`src/rtl/pmra_pkg.sv`:
```
// Shared widths, limits and the derived-configuration struct for the
// patch merge reorder address generator. No dependencies.
`timescale 1ns / 1ps
`default_nettype none

package pmra_pkg;

  // word fields
  localparam int IDX_W = 24;
  localparam int PIX_W = 10;
  localparam int CH_W  = 2;
  localparam int FR_W  = 2;
  localparam int SRC_W = 26;
  localparam int DST_W = 28;

  // configuration registers
  localparam int W_W = 13;
  localparam int P_W = 6;
  localparam int M_W = 3;
  localparam int T_W = 3;

  localparam int MAX_WIDTH = 4096;
  localparam int MAX_PATCH = 32;
  localparam int CHANNELS  = 3;

  // derived values, sized for a usable configuration
  localparam int AREA_W = 11;
  localparam int TA_W   = 13;
  localparam int DV_W   = 15;
  localparam int NP_W   = 25;
  localparam int PL_W   = 25;

  // reciprocal dividers
  localparam int DIV_X_W   = 24;
  localparam int DIV_D_W   = 13;
  localparam int RCP_SHIFT = 24;
  localparam int RCP_W     = RCP_SHIFT + 1;

  // APB port
  localparam int CFG_AW = 5;
  localparam int CFG_DW = 32;

  // register indexes (byte address / 4)
  localparam logic [CFG_AW-3:0] REG_WIDTH  = 'd0;
  localparam logic [CFG_AW-3:0] REG_HEIGHT = 'd1;
  localparam logic [CFG_AW-3:0] REG_PATCH  = 'd2;
  localparam logic [CFG_AW-3:0] REG_MERGE  = 'd3;
  localparam logic [CFG_AW-3:0] REG_FRAMES = 'd4;

  localparam int STAGES = 13;

  typedef struct packed {
    logic [W_W-1:0]     w;
    logic [W_W-1:0]     h;
    logic [P_W-1:0]     p;
    logic [M_W-1:0]     m;
    logic [T_W-1:0]     t;
    logic [DIV_D_W-1:0] bw;
    logic               bad;
    logic [NP_W-1:0]    npatch;
    logic [AREA_W-1:0]  area;
    logic [TA_W-1:0]    ta;
    logic [DV_W-1:0]    dvec;
    logic [PL_W-1:0]    plane;
    logic [RCP_W-1:0]   rcp_m;
    logic [RCP_W-1:0]   rcp_bw;
    logic [RCP_W-1:0]   rcp_p;
  } cfg_t;

endpackage

`default_nettype wire

```
`src/rtl/pmra_rdiv.sv`:
```
// Three-stage divider by multiplication with a precomputed reciprocal,
// one-step correction in the last stage. Depends on pmra_pkg.
`timescale 1ns / 1ps
`default_nettype none

module pmra_rdiv (
  input  wire logic                        clk,
  input  wire logic [2:0]                  en,
  input  wire logic [pmra_pkg::DIV_X_W-1:0] x,
  input  wire logic [pmra_pkg::DIV_D_W-1:0] d,
  input  wire logic [pmra_pkg::RCP_W-1:0]   recip,
  output logic [pmra_pkg::DIV_X_W-1:0]      q,
  output logic [pmra_pkg::DIV_D_W-1:0]      r
);
  import pmra_pkg::*;

  logic [DIV_X_W+RCP_W-1:0]   prod;
  logic [DIV_X_W+DIV_D_W-1:0] back_full;
  logic [DIV_X_W-1:0]         qe1_r, x1_r;
  logic [DIV_X_W-1:0]         qe2_r, x2_r, back_r;
  logic [DIV_X_W-1:0]         rem, diff;
  logic                       fix;
  logic [DIV_X_W-1:0]         q_r;
  logic [DIV_D_W-1:0]         r_r;

  // estimate is exact or one low
  assign prod      = (DIV_X_W+RCP_W)'(x) * (DIV_X_W+RCP_W)'(recip);
  assign back_full = (DIV_X_W+DIV_D_W)'(qe1_r) * (DIV_X_W+DIV_D_W)'(d);

  always_comb begin
    rem  = x2_r - back_r;
    diff = rem - DIV_X_W'(d);
    fix  = rem >= DIV_X_W'(d);
  end

  always_ff @(posedge clk) begin
    if (en[0]) begin
      qe1_r <= prod[RCP_SHIFT +: DIV_X_W];
      x1_r  <= x;
    end
    if (en[1]) begin
      back_r <= back_full[DIV_X_W-1:0];
      qe2_r  <= qe1_r;
      x2_r   <= x1_r;
    end
    if (en[2]) begin
      q_r <= fix ? qe2_r + DIV_X_W'(1) : qe2_r;
      r_r <= fix ? diff[DIV_D_W-1:0] : rem[DIV_D_W-1:0];
    end
  end

  assign q = q_r;
  assign r = r_r;

endmodule

`default_nettype wire

```
`config.mk`:
```
export PLATFORM = sky130hd
export DESIGN_NAME = pmra_rdiv
export DESIGN_NICKNAME = d
export VERILOG_FILES = /design/src/rtl/pmra_pkg.sv /design/src/rtl/pmra_rdiv.sv
export SDC_FILE = /design/constraint.sdc
export NUM_CORES = 2
export LEC_CHECK = 0
export BUFFER_PORTS_ARGS = -buffer_cell sky130_fd_sc_hd__buf_2
export CELL_PAD_IN_SITES_DETAIL_PLACEMENT = 1
export CELL_PAD_IN_SITES_GLOBAL_PLACEMENT = 2
export CORE_ASPECT_RATIO = 1.1
export CORE_MARGIN = 4
export CORE_UTILIZATION = 43
export CTS_BUF_LIST = sky130_fd_sc_hd__clkbuf_4 sky130_fd_sc_hd__clkbuf_8
export DETAILED_ROUTE_END_ITERATION = 8
export PLACE_DENSITY = 0.89
export RECOVER_POWER = 50
export SYNTH_ARGS = -nofsm -noshare
export SYNTH_HDL_FRONTEND = slang
export SYNTH_SLANG_ARGS = --single-unit
```
`constraint.sdc`:
```
create_clock -name clk -period 11.7 [get_ports clk]
set_input_delay 1.755 -clock clk [delete_from_list [all_inputs] [get_ports clk]]
set_output_delay 1.755 -clock clk [all_outputs]
set_load 0.005 [all_outputs]
```
==> out/results.tsv <==
stage	metric	value	unit
outcome	status	finished, violations left	
outcome	violations	capacitance limit, slew limit	
logic_synthesis	synth_seq_cells	157	
sta	worstMarginPinSlew	4.23	ns
die	core_region_area	74500	um2
setup_path	start_kind	primary input	
die	die_width	269	um
logic_synthesis	synth_area	32200	um2
sta	setup_viol	0	
layout	fin_nets	4296	
logic_synthesis	yosysTopAreaCellShare	41.8	%
clocking	post-cts-setup-buffers	0	
logic_synthesis	yosysWarnings	0	
logic_synthesis	yosysTopAreaCell	fa_1	
sta	rsz0062_at_grt	no	
global_route	grt_pass1_wl	144000	um
clocking	hold_buffers	0	
sta	skew	0.0141	ns
route	wl_per_cell	21.3	um
logic_synthesis	synthArstFlopShare	0	%
sta	max_slew_margin	-182	%
setup_path	worstPathArrival	10.24	ns
global_route	antenna_found_initial	3	
setup_path	r2r-start	qe1_r[6]	
hold_path	hold_path_class	reg -> reg	
sta	fin_tns_setup	0	ns
logic_synthesis	ys.flop_type	edfxtp_1	
logic_synthesis	syn-num-nets	4314	
die	start_util	43.3	%
clocking	clk_pin_slew	0.10	ns
global_route	grt_pass1_vias	25673	
route	drtIter0Drc	1219	
global_route	grt_overflow	0	
logic_synthesis	yosysSeqAreaShare	14.6	%
route	drc	0	
logic_synthesis	synthTopCellsByArea	fa_1 42%, edfxtp_1 15%, ha_1 9.6%	
layout	mostFrequentLayoutCells	771 x inv_1, 673 x fa_1, 492 x nand2_1	
route	routed-via-count	22565	
sta	fin_crit_sh	85.5	%
die	ios	103	
clocking	clockBufferDepth	2	
clocking	cts_tree	built	
setup_path	worstPathRequired	11.93	ns
layout	mostFrequentLayoutCell	inv_1	
sta	slew_viol_final	673	
clocking	cts_root_buffer	clkbuf_8	
placement	place.gp.congestion	0.848	
sta	final_hold_viol_count	0	
logic_synthesis	synthCells	3327	
clocking	cts_made_buffers	17	
placement	port_buffers	102	
sta	final.min_clock_period	10.01	ns
die	die_y	295	um
run	drv_cap	22	
setup_path	critPathCaptureType	flip-flop	
clocking	cts_resized	0	
sta	timing.fmax	99.9	MHz
route	dr.pass1.iters	5	
setup_path	startpoint	x[4]	
clocking	clkSinkCount	157	
clocking	insertion_delay	0.48	ns
setup_path	critical_path_class	in -> reg	
hold_path	min_from	x1_r[4]	
layout	final-instance-count-excl-fill	4287	
die	rows	105	
placement	dpl.hpwl	69800	um
setup_path	crit_fanout	26	
global_route	grt_max_degree	73	
route	ant_nets	0	
die	dieArea	79400	um2
layout	post-route-cell-area	33800	um2
placement	placed_area	33400	um2
global_route	gr-usage-all-layers	23.8	%
logic_synthesis	synth-edff-count	157	
layout	fillCellCount	8502	
route	routed_wl	91200	um
logic_synthesis	avgSynthCellArea	9.69	um2
clocking	htreeDepth	4	
logic_synthesis	synth_cell_type_count	63	
layout	syn_to_final_growth	4.78	%
route	viasPerCell	5.26	
placement	dp.cells	4253	
layout	drive_gt1_share	3.76	%
## synth_stat cells (5+ instances only)
master and number:
nand2_1 492, or2_2 6, nand3_1 21, nor4_1 7
nand2b_1 9, nor4b_1 6, edfxtp_1 157, and2_1 384
o21ai_0 19, o21ai_1 9, nand4_1 9, xnor2_1 68
mux2_2 5, xor2_1 48, fa_1 673, a21o_1 31
nor3_1 17, a211oi_1 9, a21oi_1 48, o21a_1 9
inv_1 771, o21bai_1 13, clkbuf_1 139, mux2i_1 5
ha_1 248, and3_1 10, a31oi_1 9, nor2_1 34
## routing by layer
layer	share of wire [%]	track usage [%]	routed length (um)
met1	43	31.9	39000
met2	49	40.7	44800
met3	4.9	2.94	4510
met4	3.1	6.91	2850
met5	0	0	0
## worst max-delay path: stages
cell and delay (ns):
clkbuf_1 1.16, nand2_1 0.19, fa_1 0.59, inv_1 0.05, fa_1 0.48, inv_1 0.07
fa_1 0.55, inv_1 0.06, fa_1 0.50, inv_1 0.06, fa_1 0.54, inv_1 0.05
fa_1 0.47, inv_1 0.05, fa_1 0.47, inv_1 0.04, ha_1 0.29, and4_1 0.20
a2111oi_0 0.33, o21ai_0 0.18, o31ai_1 0.74, o21a_1 0.22, o221ai_1 0.17, a41oi_1 0.36
o21ai_0 0.28, a31oi_1 0.27, xnor2_1 0.09
## final timing paths
kind                end  slack [ns]  cells past startpoint
min             x2_r[4]        0.42                      0
max reg2reg  back_r[22]        5.37                     22
max           qe1_r[22]        1.69                     27
min reg2reg     x2_r[4]        0.42                      0
## through the flow
step                hold WS (ns)  setup WS (ns)  utilization (%)
floorplan                  0.400           3.05                -
global placement           0.401           2.06             44.9
detailed placement         0.406           1.87             44.9
CTS                        0.417           2.38             45.4
global route               0.433           1.28             45.3
finish                     0.419           1.69             45.3
## flip-flops by register name, indices dropped and copies added, names as in the netlist
signal / flops
x1_r: 24
qe1_r: 24
x2_r: 24
r: 13
q: 24
qe2_r: 24
back_r: 24
## cell families after synthesis
group                      share of synthesized area, %
AOI/OAI and AO/OA                                  4.08
and+or+nand+nor                                    15.6
muxes                                             0.330
xor gates and xnor gates                           3.15
DFF                                                14.6
buffers and inverters                              10.8
adders and majority gates                          51.4
## area by class of cell
type,instances,area [um2],share of cell area (%)
antenna,2,5.00,0.0148
inverter,771,2890,8.57
multi-input combinational,2254,24000,71.2
clock buffer,18,241,0.715
sequential,157,4710,14.0
timing repair buffer,108,504,1.49
clock inverter,14,158,0.467
tap,963,1200,3.57
Power is not shown: default switching activity piles up to over one toggle a cycle in this logic, so the estimate is an artifact.
