===== src/rtl/pmra_pkg.sv =====
// Shared widths, limits and the derived-configuration struct for the
// patch merge reorder address generator. No dependencies.
`timescale 1ns / 1ps
`default_nettype none

package pmra_pkg;

  // word fields
  localparam int IDX_W = 24;
  localparam int PIX_W = 10;
  localparam int CH_W  = 2;
  localparam int FR_W  = 2;
  localparam int SRC_W = 26;
  localparam int DST_W = 28;

  // configuration registers
  localparam int W_W = 13;
  localparam int P_W = 6;
  localparam int M_W = 3;
  localparam int T_W = 3;

  localparam int MAX_WIDTH = 4096;
  localparam int MAX_PATCH = 32;
  localparam int CHANNELS  = 3;

  // derived values, sized for a usable configuration
  localparam int AREA_W = 11;
  localparam int TA_W   = 13;
  localparam int DV_W   = 15;
  localparam int NP_W   = 25;
  localparam int PL_W   = 25;

  // reciprocal dividers
  localparam int DIV_X_W   = 24;
  localparam int DIV_D_W   = 13;
  localparam int RCP_SHIFT = 24;
  localparam int RCP_W     = RCP_SHIFT + 1;

  // APB port
  localparam int CFG_AW = 5;
  localparam int CFG_DW = 32;

  // register indexes (byte address / 4)
  localparam logic [CFG_AW-3:0] REG_WIDTH  = 'd0;
  localparam logic [CFG_AW-3:0] REG_HEIGHT = 'd1;
  localparam logic [CFG_AW-3:0] REG_PATCH  = 'd2;
  localparam logic [CFG_AW-3:0] REG_MERGE  = 'd3;
  localparam logic [CFG_AW-3:0] REG_FRAMES = 'd4;

  localparam int STAGES = 13;

  typedef struct packed {
    logic [W_W-1:0]     w;
    logic [W_W-1:0]     h;
    logic [P_W-1:0]     p;
    logic [M_W-1:0]     m;
    logic [T_W-1:0]     t;
    logic [DIV_D_W-1:0] bw;
    logic               bad;
    logic [NP_W-1:0]    npatch;
    logic [AREA_W-1:0]  area;
    logic [TA_W-1:0]    ta;
    logic [DV_W-1:0]    dvec;
    logic [PL_W-1:0]    plane;
    logic [RCP_W-1:0]   rcp_m;
    logic [RCP_W-1:0]   rcp_bw;
    logic [RCP_W-1:0]   rcp_p;
  } cfg_t;

endpackage

`default_nettype wire


===== src/rtl/pmra_sdiv.sv =====
// Bit-serial restoring divider, one quotient bit per cycle.
// Used by the setup sequencer; depends on pmra_pkg.
`timescale 1ns / 1ps
`default_nettype none

module pmra_sdiv (
  input  wire logic                        clk,
  input  wire logic                        rst_n,
  input  wire logic                        start,
  input  wire logic [pmra_pkg::RCP_W-1:0]   dividend,
  input  wire logic [pmra_pkg::DIV_D_W-1:0] divisor,
  output logic                             done,
  output logic [pmra_pkg::RCP_W-1:0]        quotient
);
  import pmra_pkg::*;

  localparam int CNT_W = $clog2(RCP_W + 1);

  logic [RCP_W-1:0]   quo_r;
  logic [DIV_D_W-1:0] rem_r;
  logic [DIV_D_W-1:0] rem_nxt;
  logic [CNT_W-1:0]   cnt_r;
  logic               run_r;
  logic               done_r;
  logic [DIV_D_W:0]   trial;
  logic [DIV_D_W:0]   diff;
  logic               ge;

  always_comb begin
    trial   = {rem_r, quo_r[RCP_W-1]};
    ge      = trial >= {1'b0, divisor};
    diff    = trial - {1'b0, divisor};
    rem_nxt = ge ? diff[DIV_D_W-1:0] : trial[DIV_D_W-1:0];
  end

  always_ff @(posedge clk) begin
    if (!rst_n) begin
      run_r  <= 1'b0;
      done_r <= 1'b0;
      cnt_r  <= '0;
    end else begin
      done_r <= 1'b0;
      if (start) begin
        run_r <= 1'b1;
        cnt_r <= CNT_W'(RCP_W);
      end else if (run_r) begin
        cnt_r <= cnt_r - CNT_W'(1);
        if (cnt_r == CNT_W'(1)) begin
          run_r  <= 1'b0;
          done_r <= 1'b1;
        end
      end
    end
  end

  always_ff @(posedge clk) begin
    if (start) begin
      quo_r <= dividend;
      rem_r <= '0;
    end else if (run_r) begin
      quo_r <= {quo_r[RCP_W-2:0], ge};
      rem_r <= rem_nxt;
    end
  end

  assign done     = done_r;
  assign quotient = quo_r;

endmodule

`default_nettype wire


===== src/rtl/pmra_cfg.sv =====
// APB register file and setup sequencer that derives grid sizes, products
// and reciprocals after reset and each write. Depends on pmra_pkg, pmra_sdiv.
`timescale 1ns / 1ps
`default_nettype none

module pmra_cfg (
  input  wire logic                       clk,
  input  wire logic                       rst_n,
  input  wire logic                       psel,
  input  wire logic                       penable,
  input  wire logic                       pwrite,
  input  wire logic [pmra_pkg::CFG_AW-1:0] paddr,
  input  wire logic [pmra_pkg::CFG_DW-1:0] pwdata,
  output logic [pmra_pkg::CFG_DW-1:0]      prdata,
  output logic                            pready,
  output pmra_pkg::cfg_t                  cfg,
  output logic                            cfg_rdy
);
  import pmra_pkg::*;

  localparam logic [2:0] OP_GW  = 3'd0;
  localparam logic [2:0] OP_GH  = 3'd1;
  localparam logic [2:0] OP_BW  = 3'd2;
  localparam logic [2:0] OP_RM  = 3'd3;
  localparam logic [2:0] OP_RBW = 3'd4;
  localparam logic [2:0] OP_RP  = 3'd5;

  localparam logic [RCP_W-1:0] RCP_ONE = {1'b1, {RCP_SHIFT{1'b0}}};

  typedef enum logic [5:0] {
    ST_IDLE   = 6'b000001,
    ST_DSTART = 6'b000010,
    ST_DWAIT  = 6'b000100,
    ST_MUL1   = 6'b001000,
    ST_MUL2   = 6'b010000,
    ST_MUL3   = 6'b100000
  } seq_state_t;

  seq_state_t state_r, state_nxt;
  logic [2:0] op_r, op_nxt;

  logic [W_W-1:0] w_r, h_r;
  logic [P_W-1:0] p_r;
  logic [M_W-1:0] m_r;
  logic [T_W-1:0] t_r;

  logic [W_W-1:0]     gw_r, gh_r;
  logic [DIV_D_W-1:0] bw_r;
  logic [RCP_W-1:0]   rcp_m_r, rcp_bw_r, rcp_p_r;
  logic [NP_W-1:0]    npatch_r;
  logic [AREA_W-1:0]  area_r;
  logic [PL_W-1:0]    plane_r;
  logic [TA_W-1:0]    ta_r;
  logic [DV_W-1:0]    dvec_r;
  logic               bad_r;

  logic [CFG_AW-3:0]  ridx;
  logic               wr_en;
  logic               start;
  logic               done;
  logic [RCP_W-1:0]   dvd;
  logic [DIV_D_W-1:0] dvs;
  logic [RCP_W-1:0]   quo;
  logic               bad_nxt;

  assign ridx   = paddr[CFG_AW-1:2];
  assign wr_en  = psel && penable && pwrite;
  assign pready = 1'b1;

  always_ff @(posedge clk) begin
    if (!rst_n) begin
      w_r <= W_W'(448);
      h_r <= W_W'(448);
      p_r <= P_W'(14);
      m_r <= M_W'(2);
      t_r <= T_W'(2);
    end else if (wr_en) begin
      case (ridx)
        REG_WIDTH:  w_r <= pwdata[W_W-1:0];
        REG_HEIGHT: h_r <= pwdata[W_W-1:0];
        REG_PATCH:  p_r <= pwdata[P_W-1:0];
        REG_MERGE:  m_r <= pwdata[M_W-1:0];
        REG_FRAMES: t_r <= pwdata[T_W-1:0];
        default: ;
      endcase
    end
  end

  always_comb begin
    case (ridx)
      REG_WIDTH:  prdata = CFG_DW'(w_r);
      REG_HEIGHT: prdata = CFG_DW'(h_r);
      REG_PATCH:  prdata = CFG_DW'(p_r);
      REG_MERGE:  prdata = CFG_DW'(m_r);
      REG_FRAMES: prdata = CFG_DW'(t_r);
      default:    prdata = '0;
    endcase
  end

  always_comb begin
    case (op_r)
      OP_GW:   begin dvd = RCP_W'(w_r);  dvs = DIV_D_W'(p_r); end
      OP_GH:   begin dvd = RCP_W'(h_r);  dvs = DIV_D_W'(p_r); end
      OP_BW:   begin dvd = RCP_W'(gw_r); dvs = DIV_D_W'(m_r); end
      OP_RM:   begin dvd = RCP_ONE;      dvs = DIV_D_W'(m_r); end
      OP_RBW:  begin dvd = RCP_ONE;      dvs = bw_r;          end
      OP_RP:   begin dvd = RCP_ONE;      dvs = DIV_D_W'(p_r); end
      default: begin dvd = '0;           dvs = DIV_D_W'(1);   end
    endcase
  end

  pmra_sdiv u_sdiv (
    .clk      (clk),
    .rst_n    (rst_n),
    .start    (start),
    .dividend (dvd),
    .divisor  (dvs),
    .done     (done),
    .quotient (quo)
  );

  always_comb begin
    state_nxt = state_r;
    op_nxt    = op_r;
    start     = 1'b0;
    case (state_r)
      ST_IDLE: ;
      ST_DSTART: begin
        start     = 1'b1;
        state_nxt = ST_DWAIT;
      end
      ST_DWAIT: begin
        if (done) begin
          if (op_r == OP_RP) begin
            state_nxt = ST_MUL1;
          end else begin
            op_nxt    = op_r + 3'd1;
            state_nxt = ST_DSTART;
          end
        end
      end
      ST_MUL1: state_nxt = ST_MUL2;
      ST_MUL2: state_nxt = ST_MUL3;
      ST_MUL3: state_nxt = ST_IDLE;
      default: state_nxt = ST_DSTART;
    endcase
    if (wr_en) begin
      state_nxt = ST_DSTART;
      op_nxt    = OP_GW;
    end
  end

  always_ff @(posedge clk) begin
    if (!rst_n) begin
      state_r <= ST_DSTART;
      op_r    <= OP_GW;
    end else begin
      state_r <= state_nxt;
      op_r    <= op_nxt;
    end
  end

  assign bad_nxt = (w_r == '0) || (h_r == '0) || (p_r == '0) || (m_r == '0) || (t_r == '0) ||
                   (w_r > W_W'(MAX_WIDTH)) || (h_r > W_W'(MAX_WIDTH)) ||
                   (p_r > P_W'(MAX_PATCH)) || (bw_r == '0);

  always_ff @(posedge clk) begin
    if (state_r == ST_DWAIT && done) begin
      case (op_r)
        OP_GW:   gw_r     <= quo[W_W-1:0];
        OP_GH:   gh_r     <= quo[W_W-1:0];
        OP_BW:   bw_r     <= quo[DIV_D_W-1:0];
        OP_RM:   rcp_m_r  <= quo;
        OP_RBW:  rcp_bw_r <= quo;
        OP_RP:   rcp_p_r  <= quo;
        default: ;
      endcase
    end
    if (state_r == ST_MUL1) begin
      npatch_r <= NP_W'(gw_r * gh_r);
      area_r   <= AREA_W'(p_r * p_r);
      plane_r  <= PL_W'(h_r * w_r);
      bad_r    <= bad_nxt;
    end
    if (state_r == ST_MUL2) begin
      ta_r <= TA_W'(t_r * area_r);
    end
    if (state_r == ST_MUL3) begin
      dvec_r <= DV_W'(DV_W'(CHANNELS) * DV_W'(ta_r));
    end
  end

  always_comb begin
    cfg.w      = w_r;
    cfg.h      = h_r;
    cfg.p      = p_r;
    cfg.m      = m_r;
    cfg.t      = t_r;
    cfg.bw     = bw_r;
    cfg.bad    = bad_r;
    cfg.npatch = npatch_r;
    cfg.area   = area_r;
    cfg.ta     = ta_r;
    cfg.dvec   = dvec_r;
    cfg.plane  = plane_r;
    cfg.rcp_m  = rcp_m_r;
    cfg.rcp_bw = rcp_bw_r;
    cfg.rcp_p  = rcp_p_r;
  end

  assign cfg_rdy = (state_r == ST_IDLE);

endmodule

`default_nettype wire


===== config.mk =====
export PLATFORM = sky130hd
export DESIGN_NAME = pmra_cfg
export DESIGN_NICKNAME = d
export VERILOG_FILES = /design/src/rtl/pmra_pkg.sv /design/src/rtl/pmra_sdiv.sv /design/src/rtl/pmra_cfg.sv
export SDC_FILE = /design/constraint.sdc
export NUM_CORES = 1
export LEC_CHECK = 0
export BUFFER_PORTS_ARGS = -buffer_cell sky130_fd_sc_hd__buf_4
export CORE_MARGIN = 5
export CORE_UTILIZATION = 35
export DETAILED_ROUTE_END_ITERATION = 10
export GPL_TIMING_DRIVEN = 0
export HOLD_SLACK_MARGIN = 0.05
export PLACE_DENSITY = 0.59
export SLEW_MARGIN = 20
export SYNTH_ARGS = -nofsm -noshare
export SYNTH_HDL_FRONTEND = slang
export SYNTH_SLANG_ARGS = --single-unit

===== constraint.sdc =====
create_clock -name clk -period 9 [get_ports clk]
set_clock_uncertainty 0.15 [all_clocks]
set_input_delay 1.8 -clock clk [delete_from_list [all_inputs] [get_ports clk]]
set_output_delay 1.8 -clock clk [all_outputs]
set_load 0.1 [all_outputs]

==> run summary, run 1 <==
## Finish
• **count of placed standard cells in the final layout, fillers left out** 3734
• **most common cell after layout, fill and taps aside** sky130_fd_sc_hd__inv_1
• **area growth from synthesis to layout** 18.9%
• **net total in the final layout** 3257
• **filler instances** 6788
• **fraction of layout cells with a size suffix above 1** 13.8%
• **commonest cells after routing, fill and taps aside** sky130_fd_sc_hd__inv_1, sky130_fd_sc_hd__nand2_1, sky130_fd_sc_hd__buf_4
• **final core area utilization** 41.8%

## STA
• **Setup violations, final** 0
• **highest clock frequency the design can meet** 0.149 GHz
• **Tmin final** 6720 ps
• **final clock period utilization by the worst path** 74.7%
• **setup repair after global routing missed its margin** no
• **fin. max-slew vios** 0
• **final hold violation count** 0
• **worst slack on hold paths** 339 ps
• **Max-slew headroom** 31.2%
• **transition time at the pin with the least slew margin** 1030 ps

## Worst setup path
• **crit path DAT** 6900 ps
• **Crit path top cell by count** sky130_fd_sc_hd__fa_1
• **Worst Setup Start Kind** register
• **cell with the biggest individual delay on the critical path** sky130_fd_sc_hd__clkbuf_1
• **element type at the critical path end** register
• **crit path max fanout** 10
• **number of stages on the worst setup path** 19
• **reg2reg setup slack** 2280 ps
• **logic depth of the worst register-to-register path** 19
• **sequence of cells on the critical path** clkbuf_1, clkbuf_1, nand2_1, fa_1, fa_1, fa_1, inv_1, fa_1, inv_1, fa_1, inv_1, ha_1, o21ai_0, or3_1, o21ai_0, a21oi_1, o21ai_0, a21oi_1, xnor2_1
• **CP peak stage delay** 590 ps
• **count of buffering cells on the critical path with inverters included** 5
• **worst r2r src** w_r[6]
• **category of the critical setup timing path** register to register
• **largest delay contributor family on the critical path** adder cells
• **required time of the worst setup path** 9180 ps
• **endpoint of the worst register-to-register path** plane_r[21]

## Route
• **total via count in the routed design** 18.2k
• **Remaining DRCs** 0
• **Avg WL per Cell** 18.9 um
• **final wirelength** 70600 um
• **number of nets with antenna violations after routing** 0
• **count of routing violations after the opening detailed-route iteration** 927
• **via density per instance** 4.87
• **number of iterations in the first detailed-routing pass** 8

## Floorplanning
• **standard-cell row count** 97
• **Core Area** 0.0698 sq mm
• **Die Area** 0.0755 sq mm
• **Die X** 275 um
• **number of I/O pins** 292
• **chip height** 275 um
• **Initial Util** 35.2%

## Place
• **gp weighted congestion** 0.897
• **total of buffers placed on input and output ports** 248
• **number of placed instances with taps included** 3664
• **half-perimeter wire length of the detailed placement result** 55700 um

## Global route
• **antenna violations before repair** 5
• **largest net degree at the start of global routing** 26
• **via count of the first global-routing pass** 19.0k
• **global-route wire length before repair** 109000 um
• **GRT Resource Usage Total** 18.5%
• **Remaining Overflow, GRT** 0

## Synthesis
• **adder and majority cell fraction of the synthesized area** 31.0%
• **leading register cell type out of synthesis** sky130_fd_sc_hd__edfxtp_1
• **cell area after technology mapping** 0.0245 sq mm
• **Seq cells post-synth** 295
• **portion of netlist area occupied by mux cells** 1.24%
• **area share of xor/xnor cells in the synthesized design** 3.03%
• **gate count of the mapped netlist** 2441
• **share of synthesized flip-flops with an asynchronous set or reset** 0%
• **EDFF count, synth** 228
• **Yosys warning total** 0
• **compound-gate portion of the synthesized area** 8.04%
• **main combinational cell family by area after synthesis** adder cells
• **part of the Yosys area used for sequential elements** 33.4%
• **share of synthesized cell area in and, or, nand and nor gates** 14.6%
• **post-synth cell types** 67
• **Post-Syn Area per Cell** 10.1 sq um

## Clocking
• **Post-CTS Repair Setup Buffers** 0
• **Num Clock Sinks** 295
• **Num CTS Buffers** 37
• **cells resized by post-CTS repair** 0
• **CTS H-tree depth** 2
• **hold buffer count at CTS** 0
• **clk buf depth** 3
• **clock edge transition at the registers on the reported setup and hold paths** 60 ps
• **CTS tree** yes
• **clock latency on the worst-skew pair** 580 ps
• **Clock Root Buffer** sky130_fd_sc_hd__clkbuf_16

## Min path
• **Worst Hold Path EP** u_sdiv.rem_r[12]
• **hold depth** 2
• **type of the tightest min-delay check** register to register
• **worst min-delay path startpoint** u_sdiv.rem_r[12]

## Pwr
• **Power Density** 139 mW/mm^2
• **Pleak** 13.3 nW
• **worst vdd ir** 0.134 mV
• **total power consumption of the routed design** 0.00406 W

## Run status
• **status** finished, final reports clean

## Job
• **max-cap check violation count** 0

==> sequential cells by signal, summed over array words and instances (netlist names), 5 cells and up <==
register and flops:
npatch_r 25, plane_r 25, rcp_bw_r 25, rcp_m_r 25, rcp_p_r 25, u_sdiv.quotient 25
dvec_r 15, bw_r 13, gh_r 13, gw_r 13, h_r 13, ta_r 13
u_sdiv.rem_r 13, w_r 13, area_r 10, p_r 6, state_r 6, u_sdiv.cnt_r 5
==> cell usage after synthesis (20+ instances only) <==
cell type / n / area [sq um]
sky130_fd_sc_hd__nand3_1: 24 / 120
sky130_fd_sc_hd__a22oi_1: 23 / 173
sky130_fd_sc_hd__a21oi_1: 70 / 350
sky130_fd_sc_hd__a21boi_0: 24 / 180
sky130_fd_sc_hd__inv_1: 420 / 1580
sky130_fd_sc_hd__clkbuf_1: 99 / 372
sky130_fd_sc_hd__mux2i_1: 27 / 270
sky130_fd_sc_hd__ha_1: 193 / 2410
sky130_fd_sc_hd__edfxtp_1: 228 / 6850
sky130_fd_sc_hd__nor2b_1: 27 / 169
sky130_fd_sc_hd__xnor2_1: 61 / 534
sky130_fd_sc_hd__and2_1: 201 / 1260
sky130_fd_sc_hd__nor2_1: 61 / 229
sky130_fd_sc_hd__a21o_1: 20 / 150
sky130_fd_sc_hd__nor3_1: 25 / 125
sky130_fd_sc_hd__xor2_1: 24 / 210
sky130_fd_sc_hd__dfxtp_1: 67 / 1340
sky130_fd_sc_hd__buf_4: 23 / 173
sky130_fd_sc_hd__o21ai_0: 53 / 265
sky130_fd_sc_hd__fa_1: 259 / 5180
sky130_fd_sc_hd__nand2_1: 335 / 1260
==> how the worst max path moves through the flow <==
stage               slack (ps)           to  startpoint
floorplan                 2760  plane_r[18]      w_r[4]
global placement          -770  npatch_r[1]  state_r[5]
detailed placement        2310  plane_r[23]      w_r[6]
CTS                       2290  plane_r[23]      w_r[6]
global route              2060  plane_r[23]      w_r[6]
finish                    2280  plane_r[21]      w_r[6]
==> per-layer routing <==
layer	wire length [um]	track usage (%)	share of wire (%)
met1	28400	22.5	40
met2	35500	32.6	50
met3	4170	3.86	5.9
met4	2480	6.29	3.5
met5	12	0	0.017
==> metrics by stage <==
step / cell area [sq um] / TNS [ps] / setup slack [ps]
2_1_floorplan: 24600 / 0 / 2760
5_1_grt: 29200 / 0 / 2060
3_5_place_dp: 27800 / 0 / 2310
6_report: 29200 / 0 / 2280
4_1_cts: 29200 / 0 / 2290
3_3_place_gp: 27700 / -46960 / -773
==> cells by family (layout without fill, tap and decap cells) <==
| logic type | after synthesis | after routing |
|---|---|---|
| buffers and inverters | 546 | 876 |
| muxes | 30 | 30 |
| other | 2 | 25 |
| DFF | 295 | 295 |
| AOI/OAI and AO/OA | 295 | 295 |
| and+or+nand+nor | 736 | 736 |
| adders and majority gates | 452 | 452 |
| xor gates and xnor gates | 85 | 85 |
==> power by group <==
| part | internal [W] | switching, W | leakage (nW) |
|---|---|---|---|
| registers | 0.00160 | 0.000107 | 2.63 |
| logic | 0.000269 | 0.000447 | 10.0 |
| clock network | 0.000969 | 0.000666 | 0.645 |
==> layout make-up <==
type | count | area [sq um] | share of cell area, %
inverters | 420 | 1580 | 5.40
multi-input cells | 1621 | 14300 | 49.1
flip-flops and latches | 295 | 8190 | 28.0
clock buffers | 40 | 961 | 3.29
well taps | 940 | 1180 | 4.03
clock inverters | 28 | 384 | 1.32
plain buffers | 126 | 569 | 1.95
diodes | 2 | 5.00 | 0.0171
repair buffers | 262 | 2000 | 6.86
==> worst register-to-register path: stages (launching register included) <==
cell	delay, ps
sky130_fd_sc_hd__dfxtp_1	340
sky130_fd_sc_hd__clkbuf_1	590
sky130_fd_sc_hd__clkbuf_1	500
sky130_fd_sc_hd__nand2_1	150
sky130_fd_sc_hd__fa_1	560
sky130_fd_sc_hd__fa_1	460
sky130_fd_sc_hd__fa_1	560
sky130_fd_sc_hd__inv_1	60
sky130_fd_sc_hd__fa_1	480
sky130_fd_sc_hd__inv_1	50
sky130_fd_sc_hd__fa_1	490
sky130_fd_sc_hd__inv_1	50
sky130_fd_sc_hd__ha_1	320
sky130_fd_sc_hd__o21ai_0	110
sky130_fd_sc_hd__or3_1	380
sky130_fd_sc_hd__o21ai_0	460
sky130_fd_sc_hd__a21oi_1	260
sky130_fd_sc_hd__o21ai_0	260
sky130_fd_sc_hd__a21oi_1	110
sky130_fd_sc_hd__xnor2_1	130
Note: power is estimated with default switching activity, not from simulation.
==> run 2, diff against run 1 <==
PLACE_DENSITY = 0.6   (was 0.59)
clock period = 5.7 ns   (was 9 ns; I/O delays follow)
==> run summary, run 2 (synthesis gave the netlist of run 1 again) <==
## Route
• **number of iterations in the first detailed-routing pass** 5, -3
• **via density per instance** 4.74, -2.7%
• **number of nets with antenna violations after routing** 0, unchanged
• **Avg WL per Cell** 18.2 um, -3.5%
• **Remaining DRCs** 0, unchanged
• **total via count in the routed design** 17.8k, -2.0%
• **final wirelength** 68600 um, -2.9%
• **count of routing violations after the opening detailed-route iteration** 1024, +10%

## Worst setup path
• **cell with the biggest individual delay on the critical path** sky130_fd_sc_hd__fa_1
• **crit path DAT** 5900 ps, -1000 ps
• **worst setup path startpoint** gh_r[3]
• **category of the critical setup timing path** register to register
• **sequence of cells on the critical path** buf_4, and2_1, fa_1, inv_1, fa_1, inv_2, fa_1, inv_1, fa_1, fa_1, inv_2, ha_4, a211o_1, a311o_1, a21oi_4, o21ai_4, a22oi_2, mux2i_1, and3_4
• **Worst Setup Start Kind** register
• **logic depth of the worst register-to-register path** 19, unchanged
• **count of buffering cells on the critical path with inverters included** 5, unchanged
• **Crit path top cell by count** sky130_fd_sc_hd__fa_1
• **largest delay contributor family on the critical path** adder cells
• **crit path max fanout** 4, -6
• **worst r2r src** gh_r[3]
• **element type at the critical path end** register
• **required time of the worst setup path** 5970 ps, -3210 ps
• **number of stages on the worst setup path** 19, unchanged
• **CP peak stage delay** 530 ps, -60 ps

## Run status
• **status** finished, final reports clean

## Finish
• **count of placed standard cells in the final layout, fillers left out** 3758, +0.64%
• **area growth from synthesis to layout** 22.3%
• **most common cell after layout, fill and taps aside** sky130_fd_sc_hd__inv_1
• **net total in the final layout** 3284, +0.83%
• **commonest cells after routing, fill and taps aside** sky130_fd_sc_hd__inv_1, sky130_fd_sc_hd__nand2_1, sky130_fd_sc_hd__buf_4
• **ant diodes** 0, -2
• **fraction of layout cells with a size suffix above 1** 18.6%, +4.9 points

## Floorplanning
• **Die X** 275 um, unchanged
• **chip height** 275 um, unchanged
• **standard-cell row count** 97, unchanged
• **Core Area** 0.0698 sq mm, unchanged
• **number of I/O pins** 292, unchanged
• **Initial Util** 35.2%, unchanged
• **Die Area** 0.0755 sq mm, unchanged

## Place
• **number of placed instances with taps included** 3661, -0.082%
• **gp weighted congestion** 0.922, +2.8%
• **half-perimeter wire length of the detailed placement result** 53500 um, -3.9%
• **worst-case setup slack after placement** -746 ps, -3050 ps
• **total of buffers placed on input and output ports** 248, unchanged

## Min path
• **hold depth** 2, unchanged
• **worst min-delay path startpoint** u_sdiv.rem_r[12]
• **type of the tightest min-delay check** register to register

## Clocking
• **Clock Root Buffer** sky130_fd_sc_hd__clkbuf_16
• **clock latency on the worst-skew pair** 570 ps, about the same
• **CTS tree** yes
• **Num CTS Buffers** 37, unchanged
• **clk buf depth** 3, unchanged
• **clock edge transition at the registers on the reported setup and hold paths** 70 ps, about the same
• **hold buffer count at CTS** 0, unchanged
• **Num Clock Sinks** 295, unchanged
• **CTS H-tree depth** 2, unchanged

## Job
• **max-cap check violation count** 0, unchanged

## STA
• **Max-slew headroom** 26.0%, -5.1 points
• **aggregate negative setup slack** 0 ps, unchanged
• **transition time at the pin with the least slew margin** 1100 ps, +73.4 ps
• **Setup violations, final** 0, unchanged
• **Tmin final** 5630 ps, -1090 ps
• **final hold violation count** 0, unchanged
• **worst slack on hold paths** 339 ps, -0.472 ps
• **final clock period utilization by the worst path** 98.7%, +24 points
• **Final WS setup** 73.2 ps, -2210 ps
• **highest clock frequency the design can meet** 0.178 GHz, +19%
• **setup repair after global routing missed its margin** yes
• **fin. max-slew vios** 0, unchanged

## Pwr
• **worst vdd ir** 0.239 mV, +78%
• **Pleak** 13.8 nW, +3.7%
• **Power Density** 213 mW/mm^2, +53%
• **total power consumption of the routed design** 0.00640 W, +58%

## Global route
• **largest net degree at the start of global routing** 26, unchanged
• **Remaining Overflow, GRT** 0, unchanged
• **GRT Resource Usage Total** 18.0%, -0.51 points
• **antenna violations before repair** 1, -4
• **via count of the first global-routing pass** 18.2k, -4.4%
• **global-route wire length before repair** 106000 um, -3.2%

[run 2: path summary, 6_finish.rpt]
check,slack (ps),endpoint
setup / recovery,70,npatch_r[24]
hold / removal,340,u_sdiv.rem_r[12]
setup reg to reg,70,npatch_r[24]
hold reg to reg,340,u_sdiv.rem_r[12]
[run 2: layout make-up]
cell class | instances | area (sq um)
Fill cell | 6745 | 39800
Multi-Input combinational cell | 1621 | 14600
Sequential cell | 295 | 8270
Timing Repair Buffer | 310 | 2400
Inverter | 420 | 1580
Tap cell | 940 | 1180
Clock buffer | 41 | 941
Buffer | 105 | 659
Clock inverter | 26 | 380
[run 2: report_power, final]
group          leakage, nW  switching [W]  internal (W)  total, W
Combinational         10.4       0.000682      0.000438   0.00112
Sequential            2.69       0.000171       0.00251   0.00269
Clock                0.640        0.00105       0.00154   0.00259
[run 2: worst register-to-register path: stages (launching register included)]
cell	delay [ps]
sky130_fd_sc_hd__edfxtp_1	410
sky130_fd_sc_hd__buf_4	150
sky130_fd_sc_hd__and2_1	160
sky130_fd_sc_hd__fa_1	480
sky130_fd_sc_hd__inv_1	50
sky130_fd_sc_hd__fa_1	510
sky130_fd_sc_hd__inv_2	40
sky130_fd_sc_hd__fa_1	470
sky130_fd_sc_hd__inv_1	50
sky130_fd_sc_hd__fa_1	460
sky130_fd_sc_hd__fa_1	530
sky130_fd_sc_hd__inv_2	50
sky130_fd_sc_hd__ha_4	240
sky130_fd_sc_hd__a211o_1	330
sky130_fd_sc_hd__a311o_1	390
sky130_fd_sc_hd__a21oi_4	220
sky130_fd_sc_hd__o21ai_4	100
sky130_fd_sc_hd__a22oi_2	240
sky130_fd_sc_hd__mux2i_1	210
sky130_fd_sc_hd__and3_4	200
[run 2: routing by layer]
| layer | GRT usage (%) | routed length, um |
|---|---|---|
| met3 | 4.13 | 4030 |
| met4 | 5.40 | 2060 |
| met2 | 31.0 | 34200 |
| met1 | 22.6 | 28300 |
| met5 | 0 | 8 |
[run 2: what timing repair did]
action	4_1_cts	5_1_grt
resized for setup	92	86
hold endpoints to repair	0	0
buffers inserted	21	30
pin swaps	9	38
endpoints found under the setup margin	24	16
[run 2: metrics by stage]
step / cell area, sq um / util [%]
5_1_grt: 30000 / 43.0
6_report: 30000 / 43.0
3_5_place_dp: 27900 / 40.0
2_1_floorplan: 24700 / -
3_3_place_gp: 27700 / 39.7
4_1_cts: 29600 / 42.4
==> run 3, diff against run 2 <==
CTS_BUF_LIST = sky130_fd_sc_hd__clkbuf_8   (was unset)
==> run summary, run 3 (synthesis gave the netlist of run 1 again) <==
## Place
• **worst-case setup slack after placement** -746 ps, unchanged
• **total of buffers placed on input and output ports** 248, unchanged
• **half-perimeter wire length of the detailed placement result** 53500 um, unchanged
• **gp weighted congestion** 0.922, unchanged
• **number of placed instances with taps included** 3661, unchanged

## Worst setup path
• **count of buffering cells on the critical path with inverters included** 5, unchanged
• **Worst Setup Start Kind** register
• **element type at the critical path end** register
• **category of the critical setup timing path** register to register
• **endpoint of the worst register-to-register path** npatch_r[24]
• **reg2reg setup slack** 60 ps, about the same
• **logic depth of the worst register-to-register path** 19, unchanged
• **crit path DAT** 6000 ps, +100 ps
• **largest delay contributor family on the critical path** adder cells
• **worst r2r src** gh_r[3]
• **Crit path top cell by count** sky130_fd_sc_hd__fa_1
• **sequence of cells on the critical path** buf_4, and2_1, fa_1, inv_1, fa_1, inv_2, fa_1, inv_1, fa_1, fa_1, inv_2, ha_4, a211o_1, a311o_1, a21oi_4, o21ai_4, a22oi_2, mux2i_1, and3_4
• **CP peak stage delay** 530 ps, about the same
• **required time of the worst setup path** 6060 ps, +90 ps
• **cell with the biggest individual delay on the critical path** sky130_fd_sc_hd__fa_1
• **crit path max fanout** 4, unchanged

## Finish
• **commonest cells after routing, fill and taps aside** sky130_fd_sc_hd__inv_1, sky130_fd_sc_hd__nand2_1, sky130_fd_sc_hd__buf_4
• **area growth from synthesis to layout** 21.6%
• **filler instances** 6782, +0.55%
• **Multi-input gate area** 0.0146 sq mm, about the same
• **most common cell after layout, fill and taps aside** sky130_fd_sc_hd__inv_1
• **register area** 0.00827 sq mm, unchanged
• **count of placed standard cells in the final layout, fillers left out** 3799, +1.1%
• **fraction of layout cells with a size suffix above 1** 19.0%, +0.42 points
• **net total in the final layout** 3305, +0.64%

## Clocking
• **clock edge transition at the registers on the reported setup and hold paths** 80 ps, about the same
• **Num Clock Sinks** 295, unchanged
• **Num CTS Buffers** 56, +51%
• **clock latency on the worst-skew pair** 690 ps, +120 ps
• **clk buf depth** 3, unchanged
• **Clock Root Buffer** sky130_fd_sc_hd__clkbuf_8
• **CTS H-tree depth** 2, unchanged
• **hold buffer count at CTS** 0, unchanged
• **CTS tree** yes

## Floorplanning
• **standard-cell row count** 97, unchanged
• **Die X** 275 um, unchanged
• **number of I/O pins** 292, unchanged
• **chip height** 275 um, unchanged
• **Initial Util** 35.2%, unchanged
• **Die Area** 0.0755 sq mm, unchanged
• **Core Area** 0.0698 sq mm, unchanged

## Min path
• **worst min-delay path startpoint** u_sdiv.quotient[23]
• **hold depth** 0, -2
• **Worst Hold Path EP** rcp_p_r[23]
• **type of the tightest min-delay check** register to register

## Route
• **number of nets with antenna violations after routing** 0, unchanged
• **Avg WL per Cell** 18.0 um, -1.4%
• **number of iterations in the first detailed-routing pass** 6, +1
• **count of routing violations after the opening detailed-route iteration** 1008, -1.6%
• **final wirelength** 68300 um, -0.31%
• **total via count in the routed design** 18.0k, +0.86%
• **Remaining DRCs** 0, unchanged
• **via density per instance** 4.73, -0.23%

## STA
• **setup repair after global routing missed its margin** yes
• **fin. max-slew vios** 0, unchanged
• **Max-slew headroom** 29.8%, +3.7 points
• **transition time at the pin with the least slew margin** 1050 ps, -46.9 ps
• **final clock period utilization by the worst path** 98.9%, +0.21 points
• **aggregate negative setup slack** 0 ps, unchanged
• **highest clock frequency the design can meet** 0.177 GHz, -0.21%
• **Final WS setup** 61.5 ps, -11.7 ps
• **Tmin final** 5640 ps, +11.7 ps
• **Setup violations, final** 0, unchanged
• **worst slack on hold paths** 324 ps, -14.6 ps
• **final hold violation count** 0, unchanged

## Global route
• **global-route wire length before repair** 105000 um, -0.53%
• **routing layer with the top usage in global route** met2
• **met2 track demand over resource** 30.8%, -0.22 points
• **met1 Resource Use GR** 22.6%, -0.057 points
• **global routing usage on met3** 4.19%, +0.061 points
• **via count of the first global-routing pass** 18.2k, -0.060%
• **antenna violations before repair** 3, +2
• **Remaining Overflow, GRT** 0, unchanged
• **largest net degree at the start of global routing** 26, unchanged
• **GRT Resource Usage Total** 17.9%, -0.11 points

## Pwr
• **sequential power share** 45.1%, +3.1 points
• **worst vdd ir** 0.225 mV, -6.0%
• **Pleak** 13.8 nW, about the same
• **fraction of power spent switching nets** 31.2%, +1.5 points
• **Power Density** 199 mW/mm^2, -6.4%
• **share of total power in the clock network** 36.1%, -4.4 points
• **Net Switching** 0.00186 W, -2.3%
• **total power consumption of the routed design** 0.00596 W, -6.9%
• **logic gate share of total power** 18.8%, +1.3 points
• **internal power summed over all cells** 0.00410 W, -8.8%

## Job
• **max-cap check violation count** 0, unchanged

## Run status
• **status** finished, final reports clean

==> run 3: changes by cell type in the layout (fill, tap and decap cells not counted), moves of 3 or more <==
cell                         previous run  this run
sky130_fd_sc_hd__clkbuf_16             37         0
sky130_fd_sc_hd__diode_2                0         3
sky130_fd_sc_hd__bufinv_16              7         3
sky130_fd_sc_hd__clkbuf_1              47        44
sky130_fd_sc_hd__inv_1                415       428
sky130_fd_sc_hd__clkinv_2               4         8
sky130_fd_sc_hd__clkinv_1               5         9
sky130_fd_sc_hd__clkbuf_8               8        70
sky130_fd_sc_hd__clkinvlp_4             1         4
==> run 3: worst register-to-register path, stage by stage, from the launching register on <==
cell	delay, ps
sky130_fd_sc_hd__edfxtp_1	410
sky130_fd_sc_hd__buf_4	160
sky130_fd_sc_hd__and2_1	160
sky130_fd_sc_hd__fa_1	480
sky130_fd_sc_hd__inv_1	50
sky130_fd_sc_hd__fa_1	510
sky130_fd_sc_hd__inv_2	40
sky130_fd_sc_hd__fa_1	470
sky130_fd_sc_hd__inv_1	50
sky130_fd_sc_hd__fa_1	460
sky130_fd_sc_hd__fa_1	530
sky130_fd_sc_hd__inv_2	50
sky130_fd_sc_hd__ha_4	240
sky130_fd_sc_hd__a211o_1	300
sky130_fd_sc_hd__a311o_1	380
sky130_fd_sc_hd__a21oi_4	220
sky130_fd_sc_hd__o21ai_4	100
sky130_fd_sc_hd__a22oi_2	240
sky130_fd_sc_hd__mux2i_1	210
sky130_fd_sc_hd__and3_4	210
==> run 3: repair_timing <==
| item | 4_1_cts | 5_1_grt |
|---|---|---|
| endpoints found under the hold margin | 0 | 0 |
| gates resized for setup | 90 | 87 |
| setup buffers | 22 | 27 |
| setup endpoints to repair | 24 | 17 |
| pin swaps | 9 | 29 |
==> run 3: through the flow <==
stage	instance area (sq um)	util (%)
detailed placement	27900	40.0
floorplan	24700	-
finish	29900	42.8
global placement	27700	39.7
global route	29900	42.8
CTS	29400	42.2
==> run 3: worst max path at each step <==
| stage | from | end | cells past startpoint |
|---|---|---|---|
| 3_3_place_gp | w_r[6] | plane_r[23] | 18 |
| 6_report | gh_r[3] | npatch_r[24] | 19 |
| 4_1_cts | gw_r[7] | npatch_r[21] | 20 |
| 5_1_grt | gh_r[2] | npatch_r[24] | 19 |
| 3_5_place_dp | w_r[6] | plane_r[21] | 19 |
| 2_1_floorplan | h_r[2] | plane_r[18] | 19 |
==> run 3: cell type report <==
class	count	area share [%]
inverter	420	5.28
timing repair buffer	308	7.98
multi-input combinational	1621	49.0
clock buffer	61	2.81
buffer	109	2.30
sequential	295	27.7
antenna	3	0.0251
clock inverter	42	1.01
tap	940	3.94
==> run 3: per-layer routing <==
layer / routed length (um) / vias to the layer above
li1: - / 8591
met1: 27900 / 8830
met2: 34200 / 433
met3: 4420 / 104
met4: 1750 / 2
met5: 13 / -
==> run 3: power groups by stage <==
stage / logic [W] / registers (W) / clock network (W)
6_report: 0.00112 / 0.00268 / 0.00215
5_1_grt: 0.00125 / 0.00270 / 0.00232
4_1_cts: 0.00111 / 0.00269 / 0.00223
3_5_place_dp: 0.00109 / 0.00273 / 0
3_3_place_gp: 0.00109 / 0.00273 / 0
2_1_floorplan: 0.000854 / 0.00266 / 0
